--- config.mk ---
export PLATFORM = sky130hd
export DESIGN_NAME = fdg_back_flat
export DESIGN_NICKNAME = d
export VERILOG_FILES = /design/src/fdg_pkg.sv /design/src/fdg_if.sv /design/src/fdg_back.sv /design/src/flat_wrapper.sv
export SDC_FILE = /design/constraint.sdc
export NUM_CORES = 1
export LEC_CHECK = 0
export BUFFER_PORTS_ARGS = -buffer_cell sky130_fd_sc_hd__buf_2
export CAP_MARGIN = 30
export CORE_MARGIN = 4
export CORE_UTILIZATION = 48
export CTS_BUF_LIST = sky130_fd_sc_hd__clkbuf_4
export DETAILED_ROUTE_END_ITERATION = 12
export PLACE_DENSITY = 0.74
export SYNTH_ARGS = -nofsm -noshare
export SYNTH_HDL_FRONTEND = slang
export SYNTH_SLANG_ARGS = --single-unit
--- constraint.sdc ---
create_clock -name clk -period 5.2 [get_ports clk]
set_input_delay 0.52 -clock clk [delete_from_list [all_inputs] [get_ports clk]]
set_output_delay 0.52 -clock clk [all_outputs]
set_load 0.02 [all_outputs]
--- src/fdg_pkg.sv ---
// types and constants shared by the forward-difference gradient block
// no dependencies; every other file refers to it by scoped names
package fdg_pkg;

    localparam int MAX_X       = 256;
    localparam int MAX_Y       = 256;
    localparam int MAX_Z       = 256;
    localparam int SAMPLE_BITS = 16;
    localparam int DIFF_BITS   = SAMPLE_BITS + 1;

    localparam int XW = $clog2(MAX_X);
    localparam int YW = $clog2(MAX_Y);
    localparam int ZW = $clog2(MAX_Z);

    localparam int SIZE_W     = 9;
    localparam int CFG_DATA_W = 9;
    localparam int CFG_IDX_W  = 3;

    localparam int RING_DEPTH  = MAX_X * MAX_Y + MAX_X;
    localparam int RW          = $clog2(RING_DEPTH);
    localparam int PLANE_DEPTH = MAX_X * MAX_Y;
    localparam int PW          = $clog2(PLANE_DEPTH);
    localparam int ROW_DEPTH   = 2 * MAX_X;

    localparam int FIFO_DEPTH = 4;
    localparam int FAW        = $clog2(FIFO_DEPTH);
    localparam int FCW        = $clog2(FIFO_DEPTH + 1);

    // register indexes
    localparam logic [CFG_IDX_W-1:0] CFG_SIZE_X   = 3'd0;
    localparam logic [CFG_IDX_W-1:0] CFG_SIZE_Y   = 3'd1;
    localparam logic [CFG_IDX_W-1:0] CFG_SIZE_Z   = 3'd2;
    localparam logic [CFG_IDX_W-1:0] CFG_AXES     = 3'd3;
    localparam logic [CFG_IDX_W-1:0] CFG_BOUNDARY = 3'd4;

    // boundary rules
    localparam logic [1:0] MODE_NONE     = 2'd0;
    localparam logic [1:0] MODE_NEUMANN  = 2'd1;
    localparam logic [1:0] MODE_PERIODIC = 2'd2;
    localparam logic [1:0] MODE_SPARE    = 2'd3;

    // axis counts
    localparam logic [1:0] AXES_ZERO = 2'd0;
    localparam logic [1:0] AXES_X    = 2'd1;
    localparam logic [1:0] AXES_XY   = 2'd2;
    localparam logic [1:0] AXES_XYZ  = 2'd3;

    // request kinds
    localparam logic KIND_SAMPLE = 1'b0;
    localparam logic KIND_DRAIN  = 1'b1;

    // effective configuration
    typedef struct packed {
        logic [SIZE_W-1:0] nx;
        logic [XW-1:0]     x_last;
        logic [YW-1:0]     y_last;
        logic [ZW-1:0]     z_last;
        logic [1:0]        axes;
        logic [1:0]        mode;
        logic              x_use_in;
        logic              y_use_in;
    } cfg_t;

    // one voxel handed from front to back
    typedef struct packed {
        logic                   valid;
        logic                   x_first;
        logic                   x_last;
        logic                   y_last;
        logic                   z_last;
        logic                   vox_last;
        logic [SAMPLE_BITS-1:0] s;
        logic [SAMPLE_BITS-1:0] c;
        logic [SAMPLE_BITS-1:0] nbx;
        logic [SAMPLE_BITS-1:0] nby;
        logic [SAMPLE_BITS-1:0] frow;
        logic [SAMPLE_BITS-1:0] fplane;
    } job_t;

    // queue status seen by the front
    typedef struct packed {
        logic [FCW-1:0] count;
    } credit_t;

    typedef struct packed {
        logic [DIFF_BITS-1:0] diff_x;
        logic [DIFF_BITS-1:0] diff_y;
        logic [DIFF_BITS-1:0] diff_z;
        logic                 edge_x;
        logic                 edge_y;
        logic                 edge_z;
        logic                 last;
    } result_t;

endpackage

--- src/fdg_if.sv ---


interface fdg_grad_if;
    logic                                  valid;
    logic                                  ready;
    logic signed [fdg_pkg::DIFF_BITS-1:0]  diff_x;
    logic signed [fdg_pkg::DIFF_BITS-1:0]  diff_y;
    logic signed [fdg_pkg::DIFF_BITS-1:0]  diff_z;
    logic                                  edge_x;
    logic                                  edge_y;
    logic                                  edge_z;
    logic                                  last;

    modport source (output valid, diff_x, diff_y, diff_z, edge_x, edge_y, edge_z, last,
                    input ready);
    modport sink (input valid, diff_x, diff_y, diff_z, edge_x, edge_y, edge_z, last,
                  output ready);
endinterface

--- src/fdg_back.sv ---
// back end: forms the differences and queues results for the receiver
// depends on fdg_pkg and fdg_if
module fdg_back (
    input  logic               clk,
    input  logic               rst_n,
    input  fdg_pkg::job_t      job,
    input  fdg_pkg::cfg_t      cfg,
    output fdg_pkg::credit_t   credit,
    fdg_grad_if.source         grad
);

    localparam int SB = fdg_pkg::SAMPLE_BITS;
    localparam int DB = fdg_pkg::DIFF_BITS;

    logic [SB-1:0]          fir_reg;
    fdg_pkg::result_t       fifo_reg [fdg_pkg::FIFO_DEPTH];
    logic [fdg_pkg::FAW-1:0] wr_ptr_reg, rd_ptr_reg;
    logic [fdg_pkg::FCW-1:0] count_reg;

    fdg_pkg::result_t res;
    logic [SB-1:0]    fir_eff, xn, yn;
    logic             periodic, flagged, push, pop;

    function automatic logic [DB-1:0] sub_ext(input logic [SB-1:0] a, input logic [SB-1:0] b);
        sub_ext = {a[SB-1], a} - {b[SB-1], b};
    endfunction

    assign fir_eff  = job.x_first ? job.c : fir_reg;
    assign xn       = cfg.x_use_in ? job.s : job.nbx;
    assign yn       = cfg.y_use_in ? job.s : job.nby;
    assign periodic = (cfg.mode == fdg_pkg::MODE_PERIODIC);
    assign flagged  = (cfg.mode == fdg_pkg::MODE_NONE);

    // differences and boundary flags
    always_comb
    begin
        res = '0;
        if (!job.x_last)
            res.diff_x = sub_ext(xn, job.c);
        else if (periodic)
            res.diff_x = sub_ext(fir_eff, job.c);
        else
            res.edge_x = flagged;
        if (cfg.axes != fdg_pkg::AXES_X)
        begin
            if (!job.y_last)
                res.diff_y = sub_ext(yn, job.c);
            else if (periodic)
                res.diff_y = sub_ext(job.frow, job.c);
            else
                res.edge_y = flagged;
        end
        if (cfg.axes == fdg_pkg::AXES_XYZ)
        begin
            if (!job.z_last)
                res.diff_z = sub_ext(job.s, job.c);
            else if (periodic)
                res.diff_z = sub_ext(job.fplane, job.c);
            else
                res.edge_z = flagged;
        end
        res.last = job.vox_last;
    end

    // first sample of the current row
    always_ff @(posedge clk or negedge rst_n)
    begin
        if (!rst_n)
            fir_reg <= '0;
        else if (job.valid && job.x_first)
            fir_reg <= job.c;
    end

    // result queue
    assign push = job.valid;
    assign pop  = grad.valid && grad.ready;

    always_ff @(posedge clk or negedge rst_n)
    begin
        if (!rst_n)
        begin
            wr_ptr_reg <= '0;
            rd_ptr_reg <= '0;
            count_reg  <= '0;
        end
        else
        begin
            if (push)
                wr_ptr_reg <= wr_ptr_reg + fdg_pkg::FAW'(1);
            if (pop)
                rd_ptr_reg <= rd_ptr_reg + fdg_pkg::FAW'(1);
            count_reg <= count_reg + fdg_pkg::FCW'(push) - fdg_pkg::FCW'(pop);
        end
    end

    always_ff @(posedge clk)
    begin
        if (push)
            fifo_reg[wr_ptr_reg] <= res;
    end

    assign credit.count = count_reg;
    assign grad.valid   = (count_reg != '0);
    assign grad.diff_x  = fifo_reg[rd_ptr_reg].diff_x;
    assign grad.diff_y  = fifo_reg[rd_ptr_reg].diff_y;
    assign grad.diff_z  = fifo_reg[rd_ptr_reg].diff_z;
    assign grad.edge_x  = fifo_reg[rd_ptr_reg].edge_x;
    assign grad.edge_y  = fifo_reg[rd_ptr_reg].edge_y;
    assign grad.edge_z  = fifo_reg[rd_ptr_reg].edge_z;
    assign grad.last    = fifo_reg[rd_ptr_reg].last;

    // queue never overfills
    a_no_overflow: assert property (@(posedge clk) disable iff (!rst_n)
        (push && !pop) |-> (count_reg < fdg_pkg::FCW'(fdg_pkg::FIFO_DEPTH)))
        else $error("result queue overflow");

    a_count_range: assert property (@(posedge clk) disable iff (!rst_n)
        count_reg <= fdg_pkg::FCW'(fdg_pkg::FIFO_DEPTH))
        else $error("result queue count out of range");

endmodule

--- src/flat_wrapper.sv ---
// flat-port wrapper written by rule: the top's interface ports become plain ports
module fdg_back_flat 
  (clk, rst_n, job, cfg, credit, grad_valid, grad_diff_x, grad_diff_y, grad_diff_z, grad_edge_x, grad_edge_y, grad_edge_z, grad_last, grad_ready);
  fdg_grad_if grad_i ();
  input  logic clk;
  input  logic rst_n;
  input  fdg_pkg::job_t job;
  input  fdg_pkg::cfg_t cfg;
  output fdg_pkg::credit_t credit;
  output wire logic [$bits(grad_i.valid)-1:0] grad_valid;
  output wire logic [$bits(grad_i.diff_x)-1:0] grad_diff_x;
  output wire logic [$bits(grad_i.diff_y)-1:0] grad_diff_y;
  output wire logic [$bits(grad_i.diff_z)-1:0] grad_diff_z;
  output wire logic [$bits(grad_i.edge_x)-1:0] grad_edge_x;
  output wire logic [$bits(grad_i.edge_y)-1:0] grad_edge_y;
  output wire logic [$bits(grad_i.edge_z)-1:0] grad_edge_z;
  output wire logic [$bits(grad_i.last)-1:0] grad_last;
  input wire logic [$bits(grad_i.ready)-1:0] grad_ready;
  assign grad_valid = grad_i.valid;
  assign grad_diff_x = grad_i.diff_x;
  assign grad_diff_y = grad_i.diff_y;
  assign grad_diff_z = grad_i.diff_z;
  assign grad_edge_x = grad_i.edge_x;
  assign grad_edge_y = grad_i.edge_y;
  assign grad_edge_z = grad_i.edge_z;
  assign grad_last = grad_i.last;
  assign grad_i.ready = grad_ready;
  fdg_back u_core (.clk(clk), .rst_n(rst_n), .job(job), .cfg(cfg), .credit(credit), .grad(grad_i));
endmodule
==> results.ini <==
[run_status]
status = completed

[power_and_ir_drop]
p_per_area_mw_per_mm2 = 425
p_seq_share_pct = 41.7
ir_drop_v = 0.000417
p_comb_share_pct = 36.4
power.leakage_uw = 0.00651
clock_power_share_pct = 21.9
p_int_uw = 4510
power.switching_uw = 2460
switching_share_pct = 35.3

[timing]
hold_violations = 0
slew_headroom_pct = 41.4
finalMaxSlewViolations = 0
fin_crit_ns = 3.41
period_share_pct = 65.6
setup_tns_ns = 0
setup-violations-final = 0
rsz0062_at_grt = no
tightest_slew_ns = 0.878
max_freq_mhz = 293
skew_ns = 0.0160

[setup_path]
crit_path_cell_trace = buf_4 > mux4_2 > buf_2
crit_path_start_kind = register
crit_slowest_cell = dfrtp_4
worstSetupEndpointType = output pin
slowest_delay_ns = 1.00
reg2reg_to = u_core.fifo_reg[2][52]
cp_data_required_time_ns = 4.68
crit_start = u_core.rd_ptr_reg[0]
r2r-start = u_core.fir_reg[0]
path_class = reg2out
cp.arrival_ns = 2.89
r2r_setup_slack_ns = 2.17
crit_fanout = 41
rr_worst_depth = 11

[finish]
area_growth_syn_to_layout_pct = 14.1
final_common_cell = edfxtp_1
fin_util_pct = 55.5
multiInputGateArea_sq_mm = 0.00688
largest_reg_flops = 220
nets = 1584
ff_latch_area_sq_mm = 0.00719
final_cell_mix = edfxtp_1, buf_2, ha_1
drive_gt1_share_pct = 28.2
nFillCells = 2579

[clocking]
ctsHtreeMaxLevel = 2
clk_path_buf_depth = 3
clock_latency_ns = 0.67
cts.clk_slew.worst_paths_ns = 0.06
cts_tree = done
cts_resized = 0
cts_root_buffer = clkbuf_4
cts_buffers = 59
clock-sinks = 243

[floorplan]
die_h_um = 181
dieArea_sq_mm = 0.0328
core_sq_mm = 0.0296
num_rows = 63
initial_core_util_pct = 48.6
boundaryPins = 203
fp.dieW_um = 181

[yosys]
synth_nets = 1383
synthFlopType = edfxtp_1
ys_ff_latch = 243
syn_inst = 1130
synth_area_leaders = edfxtp_1, ha_1, mux4_2, dfrtp_1, mux2_2
synthDistinctLibCells = 74
ys_async_sr_fraction_pct = 9.47
synth_seq_area_share_pct = 50.0
yosysWarnings = 0
synth_edf_count = 220
synth_top_cell_by_area = edfxtp_1
yosys.area.top_type_share_pct = 46.0
syn-mean-instance-area_sq_um = 12.7
netlist_area_sq_mm = 0.0144

[worst_hold_path]
hold_path_startpoint = job[96]
min_path_cells = 1
min_path_type = in2reg
hold_end = u_core.fifo_reg[3][0]

[route]
finalWirelength_um = 37400
drt_iter0_drc = 696
ant_nets = 0
firstDrtPassIters = 8
vias = 10209
viasPerCell = 5.76
wl_per_cell_um = 21.1
drcViolationCount = 0

[grt]
grt_pass1_vias = 10017
grt_overflow_total = 0
grt_max_degree = 57
track_usage_pct = 22.3
antenna_found_initial = 4
grt_pass1_wl_um = 56700

[flow_run]
maxCapViolations = 0

[placement]
place_congestion = 0.994
dpl.hpwl_um = 27800
io_buffers = 169

[worst max-delay path, delay by kind of cell, from the launching register on]
family                 cells  cell delay [ns]
flip-flops                 1             1.00
multiplexers               1             0.56
buffers and inverters      2             0.65
[synth_stat cells (all sizes together), types with 10 or more instances]
cell type / count
edfxtp: 220
nand2b: 22
a21oi: 64
xor2: 38
mux4: 55
nand4: 11
nor3: 11
a211oi: 10
nand2: 54
a21o: 22
or3: 10
inv: 41
and2: 13
nand3: 22
mux2i: 11
dfrtp: 23
ha: 102
o21ai: 66
mux2: 45
nor2b: 19
nor2: 67
a31oi: 12
xnor2: 28
clkbuf: 24
o22ai: 23
buf: 12
o21a: 17
[worst max path at each step]
stage / end / slack [ns]
6_report: grad_diff_y[8] / 1.79
3_3_place_gp: u_core.fifo_reg[0][37] / 1.59
3_5_place_dp: u_core.fifo_reg[1][37] / 1.53
4_1_cts: grad_diff_y[8] / 1.66
5_1_grt: grad_diff_y[8] / 1.53
2_1_floorplan: u_core.fifo_reg[0][37] / 1.52
[layout make-up]
type                    instances  area share (%)
diodes                          1          0.0153
clock buffers                  84            3.85
clock inverters                28           0.840
inverters                      43           0.985
multi-input cells             808            42.0
flip-flops and latches        243            43.9
well taps                     390            2.98
repair buffers                176            5.50
[kinds of logic (layout without fill, tap and decap cells)]
| kind of cell | after synthesis | count (layout) | synth area share (%) |
|---|---|---|---|
| other | 0 | 1 | 0 |
| muxes | 111 | 111 | 12.9 |
| xor gates and xnor gates | 66 | 66 | 4.02 |
| AOI/OAI and AO/OA | 274 | 274 | 12.5 |
| buffers and inverters | 79 | 331 | 2.19 |
| adders and majority gates | 109 | 109 | 9.85 |
| DFF | 243 | 243 | 50.0 |
| and+or+nand+nor | 248 | 248 | 8.54 |
[power groups by stage]
stage | registers (uW) | clock network [uW] | logic [uW]
after global placement | 2930 | 0 | 2530
final | 2900 | 1530 | 2540
after CTS | 2920 | 1580 | 2560
after detailed placement | 2960 | 0 | 2560
after global routing | 2960 | 1680 | 2750
after floorplan | 2740 | 0 | 1960
[repair_timing]
item	4_1_cts	5_1_grt
endpoints found under the hold margin	23	0
hold buffers	1	0
setup buffers	0	0
[layer usage]
metal	track usage, %	routed length [um]	vias up
li1	-	-	4831
met1	30.6	15800	4909
met2	36.0	17700	392
met3	4.35	2690	71
met4	7.24	1170	6
met5	0	33	-
[per-stage QoR]
| step | instance area (sq um) | std cells | setup slack [ns] | hold slack (ns) | power (uW) |
|---|---|---|---|---|---|
| detailed placement | 15600 | 1659 | 1.53 | 0.466 | 5510 |
| global placement | 15600 | 1659 | 1.59 | 0.458 | 5460 |
| CTS | 16400 | 1772 | 1.66 | 0.00505 | 7060 |
| floorplan | 14400 | 1130 | 1.52 | 0.224 | 4710 |
| finish | 16400 | 1773 | 1.79 | 0.0745 | 6970 |
| global route | 16400 | 1773 | 1.53 | 0.0168 | 7390 |
No activity file was read; power rests on OpenSTA's default activity.
